`src/sv/lpsp_pkg.sv`:
```
package lpsp_pkg;

   // Epoch of J2000 in whole days.
   localparam logic [21:0] EPOCH_DAYS = 22'd2451545;

   // Mean angle rates in turns per day times 2^40, offsets in turns times 2^48.
   localparam logic [39:0] RATE_L =
      40'(((64'd4928237 << 40) + 64'd900000000) / 64'd1800000000);
   localparam logic [39:0] RATE_M =
      40'(((64'd9856003 << 40) + 64'd1800000000) / 64'd3600000000);
   localparam logic [47:0] OFF_L = 48'(((64'd14023 << 48) + 64'd9000) / 64'd18000);
   localparam logic [47:0] OFF_M = 48'(((64'd44691 << 48) + 64'd22500) / 64'd45000);

   // Equation of center coefficients in 2^-32 turn units.
   localparam logic [24:0] C1_TURN = 25'(((64'd383 << 32) + 64'd36000) / 64'd72000);
   localparam logic [17:0] C2_TURN = 18'(((64'd1 << 32) + 64'd9000) / 64'd18000);

   // Distance coefficients in Q30 astronomical units.
   localparam logic [30:0] D0_Q30 = 31'(((64'd100014 << 30) + 64'd50000) / 64'd100000);
   localparam logic [24:0] D1_Q30 = 25'(((64'd1671 << 30) + 64'd50000) / 64'd100000);
   localparam logic [17:0] D2_Q30 = 18'(((64'd14 << 30) + 64'd50000) / 64'd100000);

   // Obliquity at epoch in 2^-32 turns and its drift per day times 2^52.
   localparam logic [31:0] EPS0_TURN =
      32'(((64'd23439 << 32) + 64'd180000) / 64'd360000);
   localparam logic [22:0] EPS_RATE = 23'(((64'd1 << 52) + 64'd450000000) / 64'd900000000);

   // Astronomical unit in km times 16.
   localparam logic [31:0] AU_Q4 = 32'(((64'd1495978707 << 4) + 64'd5) / 64'd10);

   // Rotation unit constants.
   localparam int          CW       = 34;
   localparam int          STEPS    = 30;
   localparam logic [31:0] PI_Q30   = 32'd3373259426;
   localparam logic signed [CW-1:0] GAIN_Q30 = 34'sd652032874;

   localparam logic signed [CW-1:0] ATAN_TABLE [STEPS] = '{
      34'sh3243F6A8, 34'sh1DAC6705, 34'sh0FADBAFC, 34'sh07F56EA6, 34'sh03FEAB76,
      34'sh01FFD55B, 34'sh00FFFAAA, 34'sh007FFF55, 34'sh003FFFEA, 34'sh001FFFFD,
      34'sh000FFFFF, 34'sh0007FFFF, 34'sh0003FFFF, 34'sh0001FFFF, 34'sh0000FFFF,
      34'sh00007FFF, 34'sh00003FFF, 34'sh00001FFF, 34'sh00000FFF, 34'sh000007FF,
      34'sh000003FF, 34'sh000001FF, 34'sh000000FF, 34'sh0000007F, 34'sh0000003F,
      34'sh0000001F, 34'sh0000000F, 34'sh00000008, 34'sh00000004, 34'sh00000002
   };

   // Output range in whole kilometres.
   localparam int OUT_W = 29;
   localparam logic signed [33:0] OUT_LIMIT = 34'sd160000000;

   // Quadrant of an angle, from its top two bits.
   typedef enum logic [1:0] {
      QUAD_FIRST  = 2'd0,
      QUAD_SECOND = 2'd1,
      QUAD_THIRD  = 2'd2,
      QUAD_FOURTH = 2'd3
   } quad_type;

endpackage

```
`src/sv/lpsp_front.sv`:
```
module lpsp_front #(
   parameter int DAY_FRAC_BITS = 16
) (
   input  logic        clock,
   input  logic        reset,
   input  logic        en,
   input  logic        in_valid,
   input  logic [37:0] julian_date,
   output logic        out_valid,
   output logic [31:0] lm,
   output logic [31:0] ma,
   output logic [31:0] eps
);

   localparam int F  = DAY_FRAC_BITS;
   localparam int NW = ((22 + F > 38) ? 22 + F : 38) + 1;
   localparam int MW = 40 + F;
   localparam int HM = (MW + 1) / 2;
   localparam int DH = (NW + 1) / 2;

   logic                    v1_ff, v2_ff, v3_ff;
   logic signed [NW-1:0]    n_ff, n_in;
   logic [MW-1:0]           nm;
   logic [HM+19:0]          l_ll_ff, l_ll_in, l_hl_ff, l_hl_in;
   logic [MW-HM+19:0]       l_lh_ff, l_lh_in, l_hh_ff, l_hh_in;
   logic [HM+19:0]          m_ll_ff, m_ll_in, m_hl_ff, m_hl_in;
   logic [MW-HM+19:0]       m_lh_ff, m_lh_in, m_hh_ff, m_hh_in;
   logic [DH+22:0]          d_lo_ff, d_lo_in;
   logic signed [NW-DH+23:0] d_hi_ff, d_hi_in;
   logic [MW-1:0]           lp, mp;
   logic [63:0]             lsum, msum;
   logic signed [79:0]      dsum, dsh;
   logic [31:0]             lm_ff, ma_ff, eps_ff, lm_in, ma_in, eps_in;

   // Day count from the epoch.
   assign n_in = $signed(NW'(julian_date)) - $signed(NW'(lpsp_pkg::EPOCH_DAYS) << F);

   // Partial products of the rate products and the obliquity drift.
   assign nm      = MW'(n_ff);
   assign l_ll_in = lpsp_pkg::RATE_L[19:0]  * nm[HM-1:0];
   assign l_lh_in = lpsp_pkg::RATE_L[19:0]  * nm[MW-1:HM];
   assign l_hl_in = lpsp_pkg::RATE_L[39:20] * nm[HM-1:0];
   assign l_hh_in = lpsp_pkg::RATE_L[39:20] * nm[MW-1:HM];
   assign m_ll_in = lpsp_pkg::RATE_M[19:0]  * nm[HM-1:0];
   assign m_lh_in = lpsp_pkg::RATE_M[19:0]  * nm[MW-1:HM];
   assign m_hl_in = lpsp_pkg::RATE_M[39:20] * nm[HM-1:0];
   assign m_hh_in = lpsp_pkg::RATE_M[39:20] * nm[MW-1:HM];
   assign d_lo_in = n_ff[DH-1:0] * lpsp_pkg::EPS_RATE;
   assign d_hi_in = $signed(n_ff[NW-1:DH]) * $signed({1'b0, lpsp_pkg::EPS_RATE});

   // Sum the partials; the top 32 bits of each aligned sum are the angle in turns.
   assign lp = MW'(l_ll_ff) + (MW'(l_lh_ff) << HM) + (MW'(l_hl_ff) << 20)
             + (MW'(l_hh_ff) << (20 + HM));
   assign mp = MW'(m_ll_ff) + (MW'(m_lh_ff) << HM) + (MW'(m_hl_ff) << 20)
             + (MW'(m_hh_ff) << (20 + HM));
   assign lsum  = (64'(lp) << (24 - F)) + (64'(lpsp_pkg::OFF_L) << 16);
   assign msum  = (64'(mp) << (24 - F)) + (64'(lpsp_pkg::OFF_M) << 16);
   assign lm_in = lsum[63:32];
   assign ma_in = msum[63:32];

   // Rounded obliquity drift, wrapped to one turn.
   assign dsum   = (80'(d_hi_ff) <<< DH) + $signed(80'(d_lo_ff)) + (80'sd1 <<< (19 + F));
   assign dsh    = dsum >>> (20 + F);
   assign eps_in = lpsp_pkg::EPS0_TURN - dsh[31:0];

   always_ff @(posedge clock) begin
      if (reset) begin
         v1_ff <= 1'b0;
         v2_ff <= 1'b0;
         v3_ff <= 1'b0;
      end else if (en) begin
         v1_ff <= in_valid;
         v2_ff <= v1_ff;
         v3_ff <= v2_ff;
      end
   end

   always_ff @(posedge clock) begin
      if (en) begin
         n_ff    <= n_in;
         l_ll_ff <= l_ll_in;
         l_lh_ff <= l_lh_in;
         l_hl_ff <= l_hl_in;
         l_hh_ff <= l_hh_in;
         m_ll_ff <= m_ll_in;
         m_lh_ff <= m_lh_in;
         m_hl_ff <= m_hl_in;
         m_hh_ff <= m_hh_in;
         d_lo_ff <= d_lo_in;
         d_hi_ff <= d_hi_in;
         lm_ff   <= lm_in;
         ma_ff   <= ma_in;
         eps_ff  <= eps_in;
      end
   end

   assign out_valid = v3_ff;
   assign lm        = lm_ff;
   assign ma        = ma_ff;
   assign eps       = eps_ff;

endmodule

```
`config.mk`:
```
export PLATFORM = sky130hd
export DESIGN_NAME = lpsp_front
export DESIGN_NICKNAME = d
export VERILOG_FILES = /design/src/sv/lpsp_pkg.sv /design/src/sv/lpsp_front.sv
export SDC_FILE = /design/constraint.sdc
export NUM_CORES = 2
export LEC_CHECK = 0
export ABC_AREA = 1
export BUFFER_PORTS_ARGS = -buffer_cell sky130_fd_sc_hd__buf_2
export CORE_UTILIZATION = 55
export CTS_BUF_LIST = sky130_fd_sc_hd__clkbuf_8
export DETAILED_ROUTE_END_ITERATION = 12
export GPL_TIMING_DRIVEN = 0
export HOLD_SLACK_MARGIN = 0.03
export PLACE_DENSITY = 0.83
export SLEW_MARGIN = 10
export SYNTH_ARGS = -nofsm -noshare
export SYNTH_HDL_FRONTEND = slang
export SYNTH_SLANG_ARGS = --single-unit
```
`constraint.sdc`:
```
create_clock -name clock -period 7.4 [get_ports clock]
set_input_delay 1.48 -clock clock [delete_from_list [all_inputs] [get_ports clock]]
set_output_delay 1.48 -clock clock [all_outputs]
set_load 0.01 [all_outputs]
```
==> impl_metrics.yaml <==
placement:
  dp.final_hpwl_um: 168700
  placed_cell_area_mm2: 0.06889
  port_buffers: 136
  post-place-ws_ns: -1.230
  gp_congestion: 1.080
floorplan:
  chipWidth_um: 347.9
  core_mm2: 0.1184
  dieArea_mm2: 0.1210
  io_pins: 139
  rows: 126
  dieHeight_um: 347.9
  start_util: 0.5558
cts:
  cts-hold-fix-buffers: 0
  clk_pin_slew_ns: 0.06
  clockRootBuffer: "clkbuf_8"
  cts_tree: "built"
  numCtsBuffers: 69
  clk_latency_ns: 0.80
  cts.htree.levels: 3
  numClockSinks: 361
  clk_path_buf_depth: 3
setup_path:
  r2r_slack_ns: 0.09
  arrival_ns: 7.79
  cp_data_required_time_ns: 7.88
  worstSetupStartpointType: "flip-flop"
  crit_path_end_kind: "flip-flop"
  worstSetupPathType: "flip-flop to flip-flop"
  path_max_fanout: 4
routing:
  ant_nets: 0
  post_drt_wl_per_cell_um: 21.00
  drt-initial-drc-count: 4147
  num_vias: 51040
  drc: 0
  wirelength_um: 197100
  vias_per_cell: 5.440
  drtPass1Iterations: 7
synthesis:
  synthCells: 7445
  synth_top_flop_cell: "edfxtp_1"
  async_flop_share: 0
  synth_area_mm2: 0.06580
  yosys_warnings: 0
  synth.yosys.seq_area_share: 0.1643
  postSynthAreaPerCell_um2: 8.838
  ys_ff_latch: 361
  synth-edff-count: 358
  synth_area_leaders: "fa_1 29%, ha_1 18%, edfxtp_1 16%"
  synth_top_area_share: 0.2921
  ys_types: 63
  synth_top_cell_by_area: "fa_1"
global_routing:
  track_usage: 0.3333
  grt_pass1_vias: 53100
  grt_max_degree: 121
  antenna_found_initial: 5
  overflow: 0
  grt_pass1_wl_um: 303200
finish:
  fin_area_mm2: 0.07089
  fin_util: 0.5987
  syn2layout_area_growth_pct: 7.735
  drive_gt1_frac: 0.05835
  final_nets: 9702
timing:
  worst_pin_slew_ns: 1.259
  fin_skew_ns: 0.09020
  max-slew-margin-rel: 0.1607
  rsz0062_at_grt: "no"
  setup_violations: 0
  slew_violations: 0
  hold_viol: 0
  setup_slack_ns: 0.08821
  clock.fmax_mhz: 136.8
  holdWs_ns: 0.4608
  fin_crit_ns: 7.312
  period_share: 0.9881
min_path:
  hold_path_class: "flip-flop to flip-flop"
outcome:
  outcome: "completed"
run:
  max_cap_viol_count: 0
## worst paths after layout
path | from | end | cells past startpoint
setup reg to reg | n_ff[3] | m_ll_ff[42] | 25
setup / recovery | n_ff[3] | m_ll_ff[42] | 25
hold / removal | v2_ff | out_valid | 2
hold reg to reg | v2_ff | out_valid | 2
## synth_stat cells (all sizes together), types with 33 or more instances
| library cell | instances |
|---|---|
| a21o | 33 |
| a21oi | 403 |
| edfxtp | 358 |
| fa | 960 |
| ha | 967 |
| inv | 1957 |
| nand2 | 1170 |
| nand3 | 235 |
| nand4 | 67 |
| nor2 | 448 |
| nor3 | 62 |
| o21ai | 209 |
| xnor2 | 116 |
| xor2 | 236 |
## per-layer routing
| layer | vias to the layer above | part of all wire | global-route usage |
|---|---|---|---|
| met5 | - | 0.000056 | 0 |
| met4 | 2 | 0.050 | 0.1495 |
| met1 | 24760 | 0.42 | 0.4442 |
| li1 | 23850 | - | - |
| met2 | 2018 | 0.45 | 0.5307 |
| met3 | 408 | 0.079 | 0.06022 |
## flip-flops by register name, summed over array words and instances (netlist names)
name,count
l_ll_ff,40
n_ff,39
d_hi_ff,38
m_ll_ff,37
l_hl_ff,33
lm,32
ma,32
eps,30
m_lh_ff,28
l_lh_ff,24
d_lo_ff,19
m_hh_ff,6
out_valid,1
v1_ff,1
v2_ff,1
## per-stage QoR
stage | instances | setup TNS [ns]
CTS | 9351 | -0.002009
global placement | 9183 | -154.44
detailed placement | 9199 | -23.11
global route | 9383 | 0
floorplan | 7447 | 0
finish | 9383 | 0
## cells in the final DEF (no fill, tap or decap), types with 8 or more instances in the layout
cell      Yosys  layout
xor2_1      232     229
nor2_2       19      20
buf_2         1     136
nand3_2       8       8
o211ai_1     19      19
o21ai_0     198     193
inv_2        14      14
a31oi_1      31      31
a21boi_0     14      14
inv_1      1943    1950
clkbuf_8      0      70
edfxtp_1    358     358
o21a_1       22      22
clkinv_1      2      17
nand2_1    1132    1131
nor2_1      426     425
o21ai_1       8      13
ha_1        967     962
clkinv_2      0       8
xnor2_1     115     115
nand4_1      66      66
buf_4         2      57
nand2_2      35      36
nor4_1        9       9
nor3_1       55      55
nand3_1     225     225
o21bai_1     29      29
nand3b_1     28      28
a21oi_1     399     395
fa_1        960     960
a21o_1       33      33
or2_2        17      17
buf_16        0      11
## layout make-up
| class | instances | area, µm² |
|---|---|---|
| multi-input cells | 5115 | 47690 |
| plain buffers | 12 | 70.07 |
| well taps | 1600 | 2002 |
| clock buffers | 70 | 963.4 |
| inverters | 1959 | 7357 |
| clock inverters | 48 | 355.3 |
| flip-flops and latches | 361 | 10810 |
| fillers | 10280 | 47510 |
| repair buffers | 215 | 1637 |
| diodes | 3 | 7.507 |
## worst max-delay path: stages, from the launching register on
cell	delay (ns)
edfxtp_1	0.42
buf_4	0.19
ha_1	0.62
xor2_4	0.43
ha_1	0.34
fa_1	0.52
inv_1	0.06
fa_1	0.50
inv_1	0.05
fa_1	0.53
inv_1	0.06
fa_1	0.51
fa_1	0.54
inv_1	0.05
ha_2	0.46
nand2_1	0.14
nor2_2	0.21
inv_1	0.20
nor2_1	0.19
nand3_1	0.09
o211ai_1	0.16
buf_4	0.18
nand3_1	0.08
o211ai_1	0.16
a21oi_1	0.15
xnor2_1	0.16
## cell families (layout without fill, tap and decap cells)
| logic type | count (synthesis) | in the layout | synth area share |
|---|---|---|---|
| AOI/OAI and AO/OA | 787 | 787 | 0.06667 |
| adders and majority gates | 1927 | 1927 | 0.4760 |
| xor gates and xnor gates | 352 | 352 | 0.04777 |
| DFF | 361 | 361 | 0.1643 |
| other | 1 | 6 | 0.00005699 |
| and+or+nand+nor | 2046 | 2046 | 0.1325 |
| buffers and inverters | 1971 | 2304 | 0.1128 |
## repair_timing
| action | 4_1_cts | 5_1_grt |
|---|---|---|
| endpoints found under the setup margin | 46 | 21 |
| setup buffers | 34 | 28 |
| gates resized for setup | 13 | 11 |
| pin swaps | 2 | 0 |
Power is left out: the tool's default activity adds up to more than one toggle a clock period on the data nets, which glitch-free logic cannot reach.
